[src/hdl/ubxd_pkg.sv]
// Types and constants of the UBX deframer.
package ubxd_pkg;

  localparam logic [7:0]  SYNC_FIRST      = 8'hB5;
  localparam logic [7:0]  SYNC_SECOND     = 8'h62;
  localparam logic [15:0] MAX_LEN_RESET   = 16'd1018;

  typedef enum logic [2:0] {
    PH_HUNT    = 3'd0,
    PH_SYNC2   = 3'd1,
    PH_HEADER  = 3'd2,
    PH_PAYLOAD = 3'd3,
    PH_CK_A    = 3'd4,
    PH_CK_B    = 3'd5
  } phase_t;

  typedef enum logic [1:0] {
    ROLE_CLASS   = 2'd0,
    ROLE_ID      = 2'd1,
    ROLE_LENGTH  = 2'd2,
    ROLE_PAYLOAD = 2'd3
  } role_t;

  typedef enum logic [1:0] {
    ST_WITHIN   = 2'd0,
    ST_GOOD     = 2'd1,
    ST_BAD      = 2'd2,
    ST_TOO_LONG = 2'd3
  } status_t;

  localparam logic [1:0] HC_CLASS = 2'd0;
  localparam logic [1:0] HC_ID    = 2'd1;
  localparam logic [1:0] HC_LEN_LO = 2'd2;
  localparam logic [1:0] HC_LEN_HI = 2'd3;

  typedef struct packed {
    logic       valid;
    logic [7:0] data;
    role_t      role;
    status_t    status;
    logic       last;
  } res_t;

endpackage

[src/hdl/ubxd_parser.sv]
// Frame parser state machine with running Fletcher sum.
module ubxd_parser import ubxd_pkg::*; (
  input  logic        clk,
  input  logic        rst_n,
  input  logic        step_en,
  input  logic [7:0]  byte_in,
  input  logic [15:0] max_len,
  output res_t        res
);

  phase_t      phase_r, phase_nxt;
  logic [1:0]  hdr_cnt_r, hdr_cnt_nxt;
  logic [15:0] len_r, len_nxt;
  logic [15:0] rem_r, rem_nxt;
  logic [7:0]  sum_a_r, sum_a_nxt;
  logic [7:0]  sum_b_r, sum_b_nxt;
  logic [7:0]  ck_a_r, ck_a_nxt;

  logic [7:0]  sum_a_add;
  logic [7:0]  sum_b_add;
  logic [15:0] len_full;
  logic [15:0] rem_dec;

  assign sum_a_add = sum_a_r + byte_in;
  assign sum_b_add = sum_b_r + sum_a_add;
  assign len_full  = {byte_in, len_r[7:0]};
  assign rem_dec   = (rem_r != 16'd0) ? rem_r - 16'd1 : 16'd0;

  always_comb begin
    phase_nxt   = phase_r;
    hdr_cnt_nxt = hdr_cnt_r;
    len_nxt     = len_r;
    rem_nxt     = rem_r;
    sum_a_nxt   = sum_a_r;
    sum_b_nxt   = sum_b_r;
    ck_a_nxt    = ck_a_r;
    res.valid   = 1'b0;
    res.data    = byte_in;
    res.role    = ROLE_CLASS;
    res.status  = ST_WITHIN;
    res.last    = 1'b0;
    unique case (phase_r)
      PH_SYNC2: begin
        if (byte_in == SYNC_SECOND) begin
          phase_nxt   = PH_HEADER;
          hdr_cnt_nxt = HC_CLASS;
          len_nxt     = 16'd0;
          sum_a_nxt   = 8'd0;
          sum_b_nxt   = 8'd0;
        end else if (byte_in != SYNC_FIRST) begin
          phase_nxt = PH_HUNT;
        end
      end
      PH_HEADER: begin
        sum_a_nxt = sum_a_add;
        sum_b_nxt = sum_b_add;
        res.valid = 1'b1;
        case (hdr_cnt_r)
          HC_CLASS: begin
            res.role    = ROLE_CLASS;
            hdr_cnt_nxt = HC_ID;
          end
          HC_ID: begin
            res.role    = ROLE_ID;
            hdr_cnt_nxt = HC_LEN_LO;
          end
          HC_LEN_LO: begin
            res.role    = ROLE_LENGTH;
            len_nxt     = {8'd0, byte_in};
            hdr_cnt_nxt = HC_LEN_HI;
          end
          default: begin
            res.role    = ROLE_LENGTH;
            len_nxt     = len_full;
            hdr_cnt_nxt = HC_CLASS;
            if (len_full > max_len) begin
              phase_nxt  = PH_HUNT;
              res.status = ST_TOO_LONG;
              res.last   = 1'b1;
            end else begin
              rem_nxt   = len_full;
              phase_nxt = (len_full == 16'd0) ? PH_CK_A : PH_PAYLOAD;
            end
          end
        endcase
      end
      PH_PAYLOAD: begin
        sum_a_nxt = sum_a_add;
        sum_b_nxt = sum_b_add;
        rem_nxt   = rem_dec;
        if (rem_dec == 16'd0) phase_nxt = PH_CK_A;
        res.valid = 1'b1;
        res.role  = ROLE_PAYLOAD;
      end
      PH_CK_A: begin
        ck_a_nxt  = byte_in;
        phase_nxt = PH_CK_B;
      end
      PH_CK_B: begin
        phase_nxt  = PH_HUNT;
        res.valid  = 1'b1;
        res.data   = 8'd0;
        res.last   = 1'b1;
        res.status = ((ck_a_r == sum_a_r) && (byte_in == sum_b_r)) ? ST_GOOD : ST_BAD;
      end
      default: begin
        // hunting, and any unused phase code
        phase_nxt = (byte_in == SYNC_FIRST) ? PH_SYNC2 : PH_HUNT;
      end
    endcase
  end

  always_ff @(posedge clk) begin
    if (!rst_n) begin
      phase_r   <= PH_HUNT;
      hdr_cnt_r <= HC_CLASS;
      len_r     <= 16'd0;
      rem_r     <= 16'd0;
      sum_a_r   <= 8'd0;
      sum_b_r   <= 8'd0;
      ck_a_r    <= 8'd0;
    end else if (step_en) begin
      phase_r   <= phase_nxt;
      hdr_cnt_r <= hdr_cnt_nxt;
      len_r     <= len_nxt;
      rem_r     <= rem_nxt;
      sum_a_r   <= sum_a_nxt;
      sum_b_r   <= sum_b_nxt;
      ck_a_r    <= ck_a_nxt;
    end
  end

endmodule

[src/hdl/ubx_frame_deframer_core.sv]
// UBX frame deframer top level: input register, parser, result register.
//
// Input channel: in_valid / in_stall / in_byte carries one raw serial byte per
//   request. A request is taken at a rising edge with in_valid high and
//   in_stall low.
// Result channel: out_valid / out_stall with out_byte, out_byte_role,
//   out_frame_status and out_frame_last. Sync bytes, bytes dropped while hunting
//   and the first check byte make no result; every other byte makes exactly one.
// Config: cfg_wr_en / cfg_wr_data write the payload length limit
//   (reset 1018). Write it only while no request is in flight.
// Timing: a byte taken into the input register is parsed from there, and
//   its result is captured in the result register that drives the ports.
// Throughput: one byte per cycle while no result is stalled, set by the single
//   parse stage; checksum and length logic sits between input and result regs.
// Stall: while the result register holds a stalled request the parser
//   holds and in_stall rises once the input register is also full; no
//   request is lost or repeated.
// Reset (rst_n, synchronous, active low): both registers empty, parser
//   hunting for the first sync byte, limit back to 1018.
module ubx_frame_deframer_core import ubxd_pkg::*; (
  input  logic        clk,
  input  logic        rst_n,
  input  logic        in_valid,
  output logic        in_stall,
  input  logic [7:0]  in_byte,
  output logic        out_valid,
  input  logic        out_stall,
  output logic [7:0]  out_byte,
  output logic [1:0]  out_byte_role,
  output logic [1:0]  out_frame_status,
  output logic        out_frame_last,
  input  logic        cfg_wr_en,
  input  logic [15:0] cfg_wr_data
);

  logic        in_valid_r;
  logic [7:0]  in_byte_r;
  logic [15:0] max_len_r;
  logic        advance;
  res_t        res;
  res_t        out_r;

  // parse when a byte waits and the result slot is free or draining
  assign advance  = in_valid_r && (!out_r.valid || !out_stall);
  assign in_stall = in_valid_r && !advance;

  always_ff @(posedge clk) begin
    if (!rst_n) begin
      max_len_r <= MAX_LEN_RESET;
    end else if (cfg_wr_en) begin
      max_len_r <= cfg_wr_data;
    end
  end

  // input register
  always_ff @(posedge clk) begin
    if (!rst_n) begin
      in_valid_r <= 1'b0;
    end else if (!in_stall) begin
      in_valid_r <= in_valid;
    end
  end

  always_ff @(posedge clk) begin
    if (!in_stall) in_byte_r <= in_byte;
  end

  ubxd_parser u_parser (
    .clk     (clk),
    .rst_n   (rst_n),
    .step_en (advance),
    .byte_in (in_byte_r),
    .max_len (max_len_r),
    .res     (res)
  );

  // result register
  always_ff @(posedge clk) begin
    if (!rst_n) begin
      out_r.valid <= 1'b0;
    end else if (advance) begin
      out_r <= res;
    end else if (!out_stall) begin
      out_r.valid <= 1'b0;
    end
  end

  assign out_valid        = out_r.valid;
  assign out_byte         = out_r.data;
  assign out_byte_role    = out_r.role;
  assign out_frame_status = out_r.status;
  assign out_frame_last   = out_r.last;

endmodule

[config.mk]
export PLATFORM = sky130hd
export DESIGN_NAME = ubx_frame_deframer_core
export DESIGN_NICKNAME = d
export VERILOG_FILES = /design/src/hdl/ubxd_pkg.sv /design/src/hdl/ubxd_parser.sv /design/src/hdl/ubx_frame_deframer_core.sv
export SDC_FILE = /design/constraint.sdc
export NUM_CORES = 1
export LEC_CHECK = 0
export BUFFER_PORTS_ARGS = -buffer_cell sky130_fd_sc_hd__buf_2
export CAP_MARGIN = 40
export CORE_AREA = 3 3 103 105
export CTS_BUF_LIST = sky130_fd_sc_hd__clkbuf_4
export CTS_CLUSTER_SIZE = 40
export DETAILED_ROUTE_END_ITERATION = 12
export DIE_AREA = 0 0 106 108
export PLACE_DENSITY = 0.73
export SLEW_MARGIN = 20
export SYNTH_ARGS = -nofsm -noshare
export SYNTH_HDL_FRONTEND = slang
export SYNTH_SLANG_ARGS = --single-unit
export TNS_END_PERCENT = 100
[constraint.sdc]
create_clock -name clk -period 3.85 [get_ports clk]
set_input_delay 0.5775 -clock clk [delete_from_list [all_inputs] [get_ports clk]]
set_output_delay 0.5775 -clock clk [all_outputs]
set_load 0.1 [all_outputs]
==> results of run 1 <==
cell families after synthesis:
family | Yosys count | share of synthesized area, %
multiplexers | 29 | 5.49
AO/OA/AOI/OAI | 117 | 15.4
buffers and inverters | 59 | 4.45
AND/OR/NAND/NOR | 225 | 21.9
flip-flops | 92 | 38.5
XOR/XNOR | 33 | 5.42
adder cells (fa/ha/maj) | 37 | 8.96
registers in the layout (all words and copies together), names as in the netlist:
signal,count
in_byte_r,8
in_valid_r,1
max_len_r,16
out_byte,8
out_byte_role,2
out_frame_last,1
out_frame_status,2
out_valid,1
u_parser.ck_a_r,8
u_parser.hdr_cnt_r,2
u_parser.len_r,8
u_parser.phase_r,3
u_parser.rem_r,16
u_parser.sum_a_r,8
u_parser.sum_b_r,8
routing by layer:
metal  vias to the layer above  global-route usage, %
met1                      2137                   30.1
li1                       2168                      -
met4                         0                   6.48
met5                         -                      0
met2                       128                   39.9
met3                        18                   3.82
synth_stat cells (all sizes together) (2+ instances only):
| cell | instances | area share, % |
|---|---|---|
| o21ai | 25 | 2.3 |
| a211oi | 2 | 0.52 |
| or3 | 3 | 0.35 |
| fa | 2 | 0.75 |
| xor2 | 19 | 3.1 |
| and3 | 4 | 0.47 |
| o31ai | 2 | 0.28 |
| ha | 35 | 8.2 |
| a41oi | 2 | 0.33 |
| clkbuf | 25 | 1.8 |
| nor2 | 28 | 2.0 |
| o21a | 2 | 0.28 |
| nor4 | 9 | 1.1 |
| o211ai | 11 | 1.5 |
| inv | 31 | 2.2 |
| o311ai | 4 | 0.66 |
| or4 | 2 | 0.28 |
| nor2b | 36 | 4.2 |
| nand4b | 3 | 0.49 |
| o41ai | 3 | 0.49 |
| buf | 3 | 0.52 |
| xnor2 | 14 | 2.3 |
| nand3 | 15 | 1.4 |
| and2 | 13 | 1.5 |
| a22oi | 12 | 1.7 |
| edfxtp | 21 | 12 |
| nand2 | 64 | 4.5 |
| nand4 | 10 | 1.2 |
| nand3b | 4 | 0.56 |
| mux2i | 27 | 5.1 |
| a21oi | 15 | 1.4 |
| o211a | 4 | 0.75 |
| a31oi | 5 | 0.59 |
| dfxtp | 71 | 27 |
| nor3 | 17 | 1.7 |
| nand2b | 13 | 1.5 |
| a21o | 11 | 1.5 |
| mux2 | 2 | 0.42 |
| a21boi | 11 | 1.5 |
power breakdown:
part,switching [mW],internal [mW],leakage [nW]
registers,0.0340,1.01,0.780
clock network,0.354,0.145,0.0709
logic,0.149,0.0961,1.74
worst register-to-register path: stages, from the launching register on:
cell	delay, ns
edfxtp_1	0.43
ha_1	0.24
fa_1	0.41
a21o_1	0.18
a21oi_1	0.24
o21bai_1	0.10
a21oi_1	0.20
xnor2_1	0.11
ha_1	0.22
o41ai_1	0.71
nand4b_1	0.16
mux2_2	0.29
nand4_1	0.08
worst paths after layout:
check                                  start             endpoint  slack (ns)  depth (start not counted)
worst min-delay path              in_byte[3]         in_byte_r[3]        0.29                          1
worst max-delay path            in_byte_r[0]  u_parser.sum_b_r[7]        0.44                         12
worst min register to register  max_len_r[8]         max_len_r[8]        0.51                          2
worst max register to register  in_byte_r[0]  u_parser.sum_b_r[7]        0.44                         12
layout make-up:
cell class / count / area (sq um) / area share, %
multi-input combinational: 441 / 3050 / 52.8
sequential: 92 / 2050 / 35.6
timing repair buffer: 49 / 260 / 4.51
tap: 133 / 166 / 2.89
inverter: 31 / 116 / 2.02
clock buffer: 9 / 67.6 / 1.17
clock inverter: 7 / 58.8 / 1.02
==> flow_summary_export.csv, run 1 <==
group,metric,value,unit
status,status,"complete, no violations",
worst_setup_path,cp_slowest_stage_delay,0.71,ns
synthesis,ys.flop_type,"dfxtp_1",
cts,clockBufferDepth,2,
die,io_pins,44,
cells_and_area,postLayoutCellArea,0.00577,sq mm
route,totalWireLength,12800,um
cells_and_area,final_util,59.3,%
route,vias_per_cell,5.84,
synthesis,yosysSeqAreaShare,38.5,%
place,dp.final_hpwl,9190,um
sta,period_needed,3.41,ns
worst_setup_path,worstSetupEndpointType,"flip-flop",
synthesis,ys_warn_count,0,
cts,ctsHoldBuffers,0,
synthesis,syn_nets,658,
sta,finalHoldViolCount,0,
cts,clock_insertion_delay_worst_skew,0.45,ns
sta,worst_slew_pin_slew,0.769,ns
cells_and_area,drive_gt1_share,11.4,%
worst_setup_path,critPathLaunchType,"flip-flop",
synthesis,syn_area,0.00534,sq mm
place,dp_slack,0.492,ns
sta,clock_skew,0.0151,ns
power,leakagePower,2.59,nW
route,wl_per_cell,16.8,um
power,cellPowerDensity,311,mW/mm^2
worst_setup_path,cp.required,4.25,ns
worst_setup_path,crit_buf_inv,0,
sta,grt_setup_unrepaired,"false",
synthesis,synth_edf_count,21,
cells_and_area,n_antenna_cell,0,
cts,cts_root_buf,"clkbuf_4",
cells_and_area,n_fill_cell,880,
place,placedCellCount,746,
route,drtAntennaViolNets,0,
grt,grt_use_total,23.1,%
route,met1_length,5660,um
sta,post-route-period-util,88.5,%
flow_run,cap_violations,0,
sta,fmax,293,MHz
die,die_x,106,um
cts,cts_sinks,92,
synthesis,synthArstFlopShare,0,%
worst_setup_path,cp_max_fo,4,
synthesis,synthCells,592,
cts,cts.repair.resized,0,
cts,cts_tree,"yes",
synthesis,synth_cell_types,56,
cts,htreeDepth,3,
route,highest_layer,"met4",
worst_setup_path,crit_slowest_cell,"o41ai_1",
synthesis,synth_seq_cells,92,
cts,cts_buffers,9,
grt,grt_max_degree,46,
route,drcViolationCount,0,
power,power.total,1.79,mW
grt,antenna_found_initial,0,
grt,grt_first_pass_wirelength,21100,um
die,die_area,0.0114,sq mm
grt,grt.overflow.total,0,
sta,slew_violations,0,
cells_and_area,layout.cells.non_filler,762,
place,portBuffers,43,
cts,clk_pin_slew,0.15,ns
worst_setup_path,arrival,3.81,ns
worst_setup_path,path_class,"flip-flop to flip-flop",
sta,setup_ws,0.441,ns
worst_setup_path,path_cells,"ha_1, fa_1, a21o_1, a21oi_1, o21bai_1, a21oi_1, xnor2_1, ha_1, o41ai_1, nand4b_1, mux2_2, nand4_1",
worst_setup_path,critPathTopFamily,"compound AO/OA/AOI/OAI gates",
hold_path,hold_path.class,"input pin to flip-flop",
cells_and_area,syn_to_final_growth,8.09,%
die,core,0.00973,sq mm
route,first_iter_violations,275,
route,met2_length,6280,um
sta,setup_tns,0,ns
die,die_h,108,um
route,route.met3.wl,684,um
place,placed_cell_area,0.00564,sq mm
cells_and_area,num-nets-final,690,
power,peakVddDrop,0.275,mV
place,place.gp.congestion,0.899,
sta,relSlewSlack,48.4,%
cells_and_area,mostFrequentLayoutCell,"dfxtp_1",
sta,whs,0.294,ns
die,initial_utilization,54.8,%
sta,setup_viol,0,
grt,grt_pass1_vias,4369,
route,dr.pass1.iters,5,
route,vias,4451,
synthesis,synth.avg_cell_area,9.01,sq um
cells_and_area,mostFrequentLayoutCells,"dfxtp_1 (71), nand2_1 (64), buf_2 (43)",
cts,postCtsSetupBuffers,0,
die,row_count,36,
No activity file was read; power rests on OpenSTA's default activity.
==> run 2: changes to the inputs <==
--- a/config.mk
+++ b/config.mk
@@ -7,12 +7,11 @@
 export LEC_CHECK = 0
 export BUFFER_PORTS_ARGS = -buffer_cell sky130_fd_sc_hd__buf_2
 export CAP_MARGIN = 40
-export CORE_AREA = 3 3 103 105
+export CORE_AREA = 3 3 138 140
 export CTS_BUF_LIST = sky130_fd_sc_hd__clkbuf_4
 export CTS_CLUSTER_SIZE = 40
 export DETAILED_ROUTE_END_ITERATION = 12
-export DIE_AREA = 0 0 106 108
-export PLACE_DENSITY = 0.73
+export DIE_AREA = 0 0 141 143
 export SLEW_MARGIN = 20
 export SYNTH_ARGS = -nofsm -noshare
 export SYNTH_HDL_FRONTEND = slang
==> flow_summary_export.csv, run 2 (synthesis results as in run 1) <==
group,metric,value,unit
sta,fmax,300,MHz
sta,worst_slew_pin_slew,0.734,ns
die,initial_utilization,29.7,%
cts,clock_insertion_delay_worst_skew,0.48,ns
grt,gr-usage-met1,19.5,%
cells_and_area,mostFrequentLayoutCells,"dfxtp_1 (71), nand2_1 (64), buf_2 (43)",
route,drcViolationCount,0,
place,place.gp.congestion,0.843,
worst_setup_path,path_class,"flip-flop to flip-flop",
grt,grt_pass1_vias,4196,
place,dp.final_hpwl,9710,um
route,vias_per_cell,4.99,
worst_setup_path,critPathLaunchType,"flip-flop",
grt,grt_max_degree,48,
cts,cts_tree,"yes",
die,die_area,0.0202,sq mm
grt,grt.overflow.total,0,
sta,grt_setup_unrepaired,"false",
die,die_h,143,um
cells_and_area,mostFrequentLayoutCell,"dfxtp_1",
cts,clockBufferDepth,2,
die,io_pins,44,
power,p_sw,0.541,mW
power,cellPowerDensity,313,mW/mm^2
worst_setup_path,arrival,3.76,ns
sta,period_needed,3.33,ns
grt,gr-usage-met2,21.5,%
route,vias,4310,
worst_setup_path,rr_worst_depth,12,
route,dr.pass1.iters,6,
grt,grt-busiest-layer,"met2",
grt,met3_usage,3.28,%
sta,relSlewSlack,50.6,%
grt,grt_first_pass_wirelength,22200,um
sta,slew_violations,0,
cells_and_area,num-nets-final,695,
die,die_x,141,um
sta,post-route-period-util,86.6,%
sta,setup_tns,0,ns
sta,finalHoldViolCount,0,
sta,setup_viol,0,
power,peakVddDrop,0.169,mV
worst_setup_path,cp_max_fo,4,
cts,cts_root_buf,"clkbuf_4",
worst_setup_path,r2r-end,"u_parser.sum_b_r[7]",
die,row_count,49,
cells_and_area,layout_top_registers,"max_len_r x16, u_parser.rem_r x16",
power,leakagePower,2.62,nW
status,status,"complete, no violations",
cts,postCtsSetupBuffers,0,
power,p_seq_share,56.1,%
place,portBuffers,43,
cts,htreeDepth,3,
cells_and_area,drive_gt1_share,12.3,%
power,pwr-share-comb,13.7,%
cells_and_area,syn_to_final_growth,11.3,%
cts,cts_sinks,92,
power,p_clk_share,30.2,%
cts,clk_pin_slew,0.15,ns
worst_setup_path,reg2reg_slack,0.52,ns
worst_setup_path,cp-endpoint,"u_parser.sum_b_r[7]",
power,p_int,1.32,mW
route,wl_per_cell,15.6,um
die,core,0.0180,sq mm
cts,cts_buffers,9,
route,drtAntennaViolNets,0,
cts,cts.repair.resized,0,
cts,ctsHoldBuffers,0,
worst_setup_path,reg2reg_from,"in_byte_r[0]",
sta,whs,0.252,ns
route,totalWireLength,13500,um
power,swShare,29.1,%
worst_setup_path,crit_start,"in_byte_r[0]",
flow_run,cap_violations,0,
route,first_iter_violations,344,
sta,clock_skew,0.0141,ns
worst_setup_path,worstSetupEndpointType,"flip-flop",
worst_setup_path,cp.required,4.28,ns
grt,grt_use_total,14.0,%
grt,antenna_found_initial,1,
hold_path,hold_path.class,"input pin to flip-flop",
-- run 2: power groups by stage --
stage	sequential, mW	clock, mW	combinational (mW)
2_1_floorplan	1.08	0	0.162
3_3_place_gp	1.07	0	0.252
3_5_place_dp	1.07	0	0.254
4_1_cts	1.04	0.580	0.255
5_1_grt	1.05	0.612	0.284
6_report	1.04	0.561	0.254
-- run 2: final cells by class --
type | count | area [sq um]
fillers | 1879 | 12000
multi-input cells | 441 | 3050
flip-flops and latches | 92 | 2050
repair buffers | 54 | 298
well taps | 229 | 287
inverters | 31 | 116
clock buffers | 10 | 75.1
clock inverters | 6 | 65.1
diodes | 1 | 2.50
-- run 2: worst max-delay path, stage by stage, from the launching register on --
cell      delay [ns]
edfxtp_1        0.42
ha_1            0.24
fa_1            0.40
a21o_1          0.17
a21oi_1         0.22
o21bai_1        0.10
a21oi_1         0.18
xnor2_1         0.10
ha_1            0.22
o41ai_1         0.70
nand4_1         0.16
mux2_2          0.29
nand4_1         0.08
-- run 2: worst min path at each step --
stage / from / end / cells past startpoint / slack (ns)
final: in_byte[5] / in_byte_r[5] / 1 / 0.25
after global routing: in_byte[6] / in_byte_r[6] / 1 / 0.21
after CTS: in_byte[5] / in_byte_r[5] / 1 / 0.22
after detailed placement: max_len_r[9] / max_len_r[9] / 2 / 0.49
after global placement: max_len_r[4] / max_len_r[4] / 2 / 0.48
after floorplan: max_len_r[8] / max_len_r[8] / 2 / 0.46
-- run 2: metal layers --
layer	wire, um	up-vias
met3	552	12
met2	5960	86
met1	6760	2033
met5	0	-
li1	-	2179
met4	202	0
-- run 2: through the flow --
step	utilization, %	power [mW]	cell area (sq um)	setup WS [ns]	std cells
after floorplan	-	1.25	5340	0.776	592
after global placement	32.3	1.32	5800	0.675	847
after detailed placement	32.3	1.32	5800	0.557	847
after CTS	33.1	1.88	5940	0.506	863
after global routing	33.1	1.94	5940	0.260	864
final	33.1	1.86	5940	0.517	864
==> run 3: changes to the inputs <==
--- a/config.mk
+++ b/config.mk
@@ -7,13 +7,14 @@
 export LEC_CHECK = 0
 export BUFFER_PORTS_ARGS = -buffer_cell sky130_fd_sc_hd__buf_2
 export CAP_MARGIN = 40
-export CORE_AREA = 3 3 138 140
+export CORE_AREA = 3 3 140 142
 export CTS_BUF_LIST = sky130_fd_sc_hd__clkbuf_4
 export CTS_CLUSTER_SIZE = 40
 export DETAILED_ROUTE_END_ITERATION = 12
-export DIE_AREA = 0 0 141 143
+export DIE_AREA = 0 0 143 145
 export SLEW_MARGIN = 20
 export SYNTH_ARGS = -nofsm -noshare
 export SYNTH_HDL_FRONTEND = slang
+export SYNTH_HIERARCHICAL = 1
 export SYNTH_SLANG_ARGS = --single-unit
 export TNS_END_PERCENT = 100
==> flow_summary_export.csv, run 3 <==
group,metric,value,unit
status,status,"complete, no violations",
synthesis,syn_area,0.00550,sq mm
synthesis,yosysSeqAreaShare,37.3,%
sta,slew_violations,0,
worst_setup_path,reg2reg_from,"in_byte_r[0]",
worst_setup_path,path_cells,"ha_1, fa_1, a21o_1, a21oi_1, xnor2_1, ha_1, o21a_1, a2111oi_0, buf_4, o2111ai_1, mux2_2, nand3_1",
synthesis,yosysMostFrequentCell,"dfxtp_1",
route,totalWireLength,14700,um
cells_and_area,final_util,33.1,%
power,cellPowerDensity,298,mW/mm^2
sta,setup_viol,0,
sta,grt_setup_unrepaired,"false",
worst_setup_path,path_class,"flip-flop to flip-flop",
die,row_count,50,
sta,relSlewSlack,52.7,%
place,place.gp.congestion,0.858,
route,met1_length,7190,um
grt,antenna_found_initial,1,
worst_setup_path,rr_worst_depth,12,
worst_setup_path,cp_max_fo,4,
synthesis,synthTopCellsByCount,"dfxtp_1 (71), nor2_1 (62), a21oi_1 (37)",
worst_setup_path,critPathLaunchType,"flip-flop",
synthesis,synthArstFlopShare,0,%
die,core,0.0186,sq mm
route,highest_layer,"met4",
route,dr.pass1.iters,5,
worst_setup_path,cp.required,4.29,ns
sta,worst_slew_pin_slew,0.704,ns
grt,grt.overflow.total,0,
power,peakVddDrop,0.233,mV
synthesis,synth_top_area_share,25.8,%
route,first_iter_violations,383,
synthesis,synth_edf_count,21,
place,dp.final_hpwl,10500,um
sta,setup_ws,0.544,ns
synthesis,ys_warn_count,6,
worst_setup_path,crit_slowest_cell,"a2111oi_0",
sta,whs,0.259,ns
die,die_h,145,um
sta,setup_tns,0,ns
place,placed_cell_area,0.00600,sq mm
cts,clockBufferDepth,2,
die,initial_utilization,29.6,%
cells_and_area,mostFrequentLayoutCell,"dfxtp_1",
cts,clk_pin_slew,0.16,ns
flow_run,cap_violations,0,
worst_setup_path,cp_slowest_stage_delay,0.47,ns
synthesis,yosysTopAreaCell,"dfxtp_1",
cts,cts_root_buf,"clkbuf_4",
cells_and_area,layout.cells.non_filler,899,
synthesis,synth.area.top_cells,"dfxtp_1 (26%), edfxtp_1 (11%), ha_1 (8.2%), xnor2_1 (4.8%), mux2i_1 (4.7%)",
cts,htreeDepth,3,
worst_setup_path,r2r-end,"u_parser/sum_b_r[7]",
cells_and_area,layout_top_registers,"max_len_r x16, u_parser/rem_r x16",
power,leakagePower,2.43,nW
cells_and_area,num-nets-final,722,
sta,clock_skew,0.0132,ns
cts,cts.repair.resized,0,
worst_setup_path,reg2reg_slack,0.54,ns
cts,cts_tree,"yes",
die,io_pins,44,
synthesis,synth_cell_types,76,
worst_setup_path,crit_path_frequent_cell,"ha_1",
hold_path,hold_path.class,"input pin to flip-flop",
route,drtAntennaViolNets,0,
cts,postCtsSetupBuffers,0,
hold_path,holdPathEnd,"in_byte_r[5]",
worst_setup_path,worstSetupEndpointType,"flip-flop",
worst_setup_path,arrival,3.74,ns
synthesis,ys.flop_type,"dfxtp_1",
die,die_x,143,um
die,die_area,0.0207,sq mm
grt,grt_use_total,14.3,%
place,placedCellCount,877,
route,vias,4596,
cells_and_area,mostFrequentLayoutCells,"dfxtp_1 (71), nor2_1 (62), buf_2 (43)",
route,drcViolationCount,0,
grt,grt_pass1_vias,4451,
place,portBuffers,43,
grt,grt_max_degree,38,
route,route.met3.wl,673,um
cts,cts_sinks,92,
synthesis,syn_nets,679,
power,power.total,1.84,mW
cts,cts_buffers,9,
sta,fmax,303,MHz
sta,period_needed,3.31,ns
cells_and_area,drive_gt1_share,15.9,%
cells_and_area,syn_to_final_growth,11.9,%
synthesis,synth.avg_cell_area,8.99,sq um
sta,post-route-period-util,85.9,%
place,dp_slack,0.606,ns
route,vias_per_cell,5.11,
hold_path,whs_path_depth,1,
route,met2_length,6680,um
synthesis,synth_seq_cells,92,
grt,grt_first_pass_wirelength,23800,um
cts,clock_insertion_delay_worst_skew,0.48,ns
cts,ctsHoldBuffers,0,
route,wl_per_cell,16.3,um
synthesis,synthCells,612,
hold_path,worstHoldStart,"in_byte[5]",
cells_and_area,postLayoutCellArea,0.00616,sq mm
sta,finalHoldViolCount,0,
-- run 3: logic make-up after synthesis --
kind of cell | count (synthesis) | share of synthesized area, %
multiplexers | 27 | 4.94
AND/OR/NAND/NOR | 217 | 20.6
buffers and inverters | 64 | 5.10
XOR/XNOR | 33 | 5.25
adder cells (fa/ha/maj) | 38 | 8.92
flip-flops | 92 | 37.3
AO/OA/AOI/OAI | 141 | 17.9
-- run 3: how the worst max path moves through the flow --
stage | startpoint | end | slack [ns]
4_1_cts | in_byte_r[0] | u_parser/sum_b_r[7] | 0.54
3_3_place_gp | in_byte_r[0] | u_parser/sum_b_r[7] | 0.73
3_5_place_dp | in_byte_r[0] | u_parser/sum_b_r[7] | 0.61
2_1_floorplan | in_byte_r[0] | u_parser/sum_b_r[7] | 0.64
6_report | in_byte_r[0] | u_parser/sum_b_r[7] | 0.54
5_1_grt | in_byte_r[0] | u_parser/sum_b_r[7] | 0.34
-- run 3: layer usage --
metal	vias to the layer above	GRT usage [%]
li1	2317	-
met5	-	0
met2	91	22.0
met3	9	3.96
met4	0	2.85
met1	2179	20.1
-- run 3: power by group --
| part | total, mW | leakage (nW) | internal [mW] | switching, mW |
|---|---|---|---|---|
| sequential | 1.03 | 0.784 | 1.01 | 0.0239 |
| combinational | 0.261 | 1.57 | 0.0976 | 0.163 |
| clock | 0.542 | 0.0722 | 0.151 | 0.391 |
| total | 1.84 | 2.43 | 1.26 | 0.578 |
-- run 3: area by class of cell --
cell class / count / area, sq um
Antenna cell: 5 / 12.5
Clock buffer: 9 / 67.6
Clock inverter: 7 / 70.1
Fill cell: 1920 / 12400
Inverter: 35 / 131
Multi-Input combinational cell: 456 / 3170
Sequential cell: 92 / 2050
Tap cell: 234 / 293
Timing Repair Buffer: 61 / 363
-- run 3: critical path, delay by kind of cell, from the launching register on --
kind | cells | cell delay [ns]
buf+inv | 1 | 0.21
simple gates | 1 | 0.07
xor+xnor | 1 | 0.19
fa+ha+maj | 3 | 0.95
compound gates | 5 | 1.11
mux | 1 | 0.30
flops | 1 | 0.42
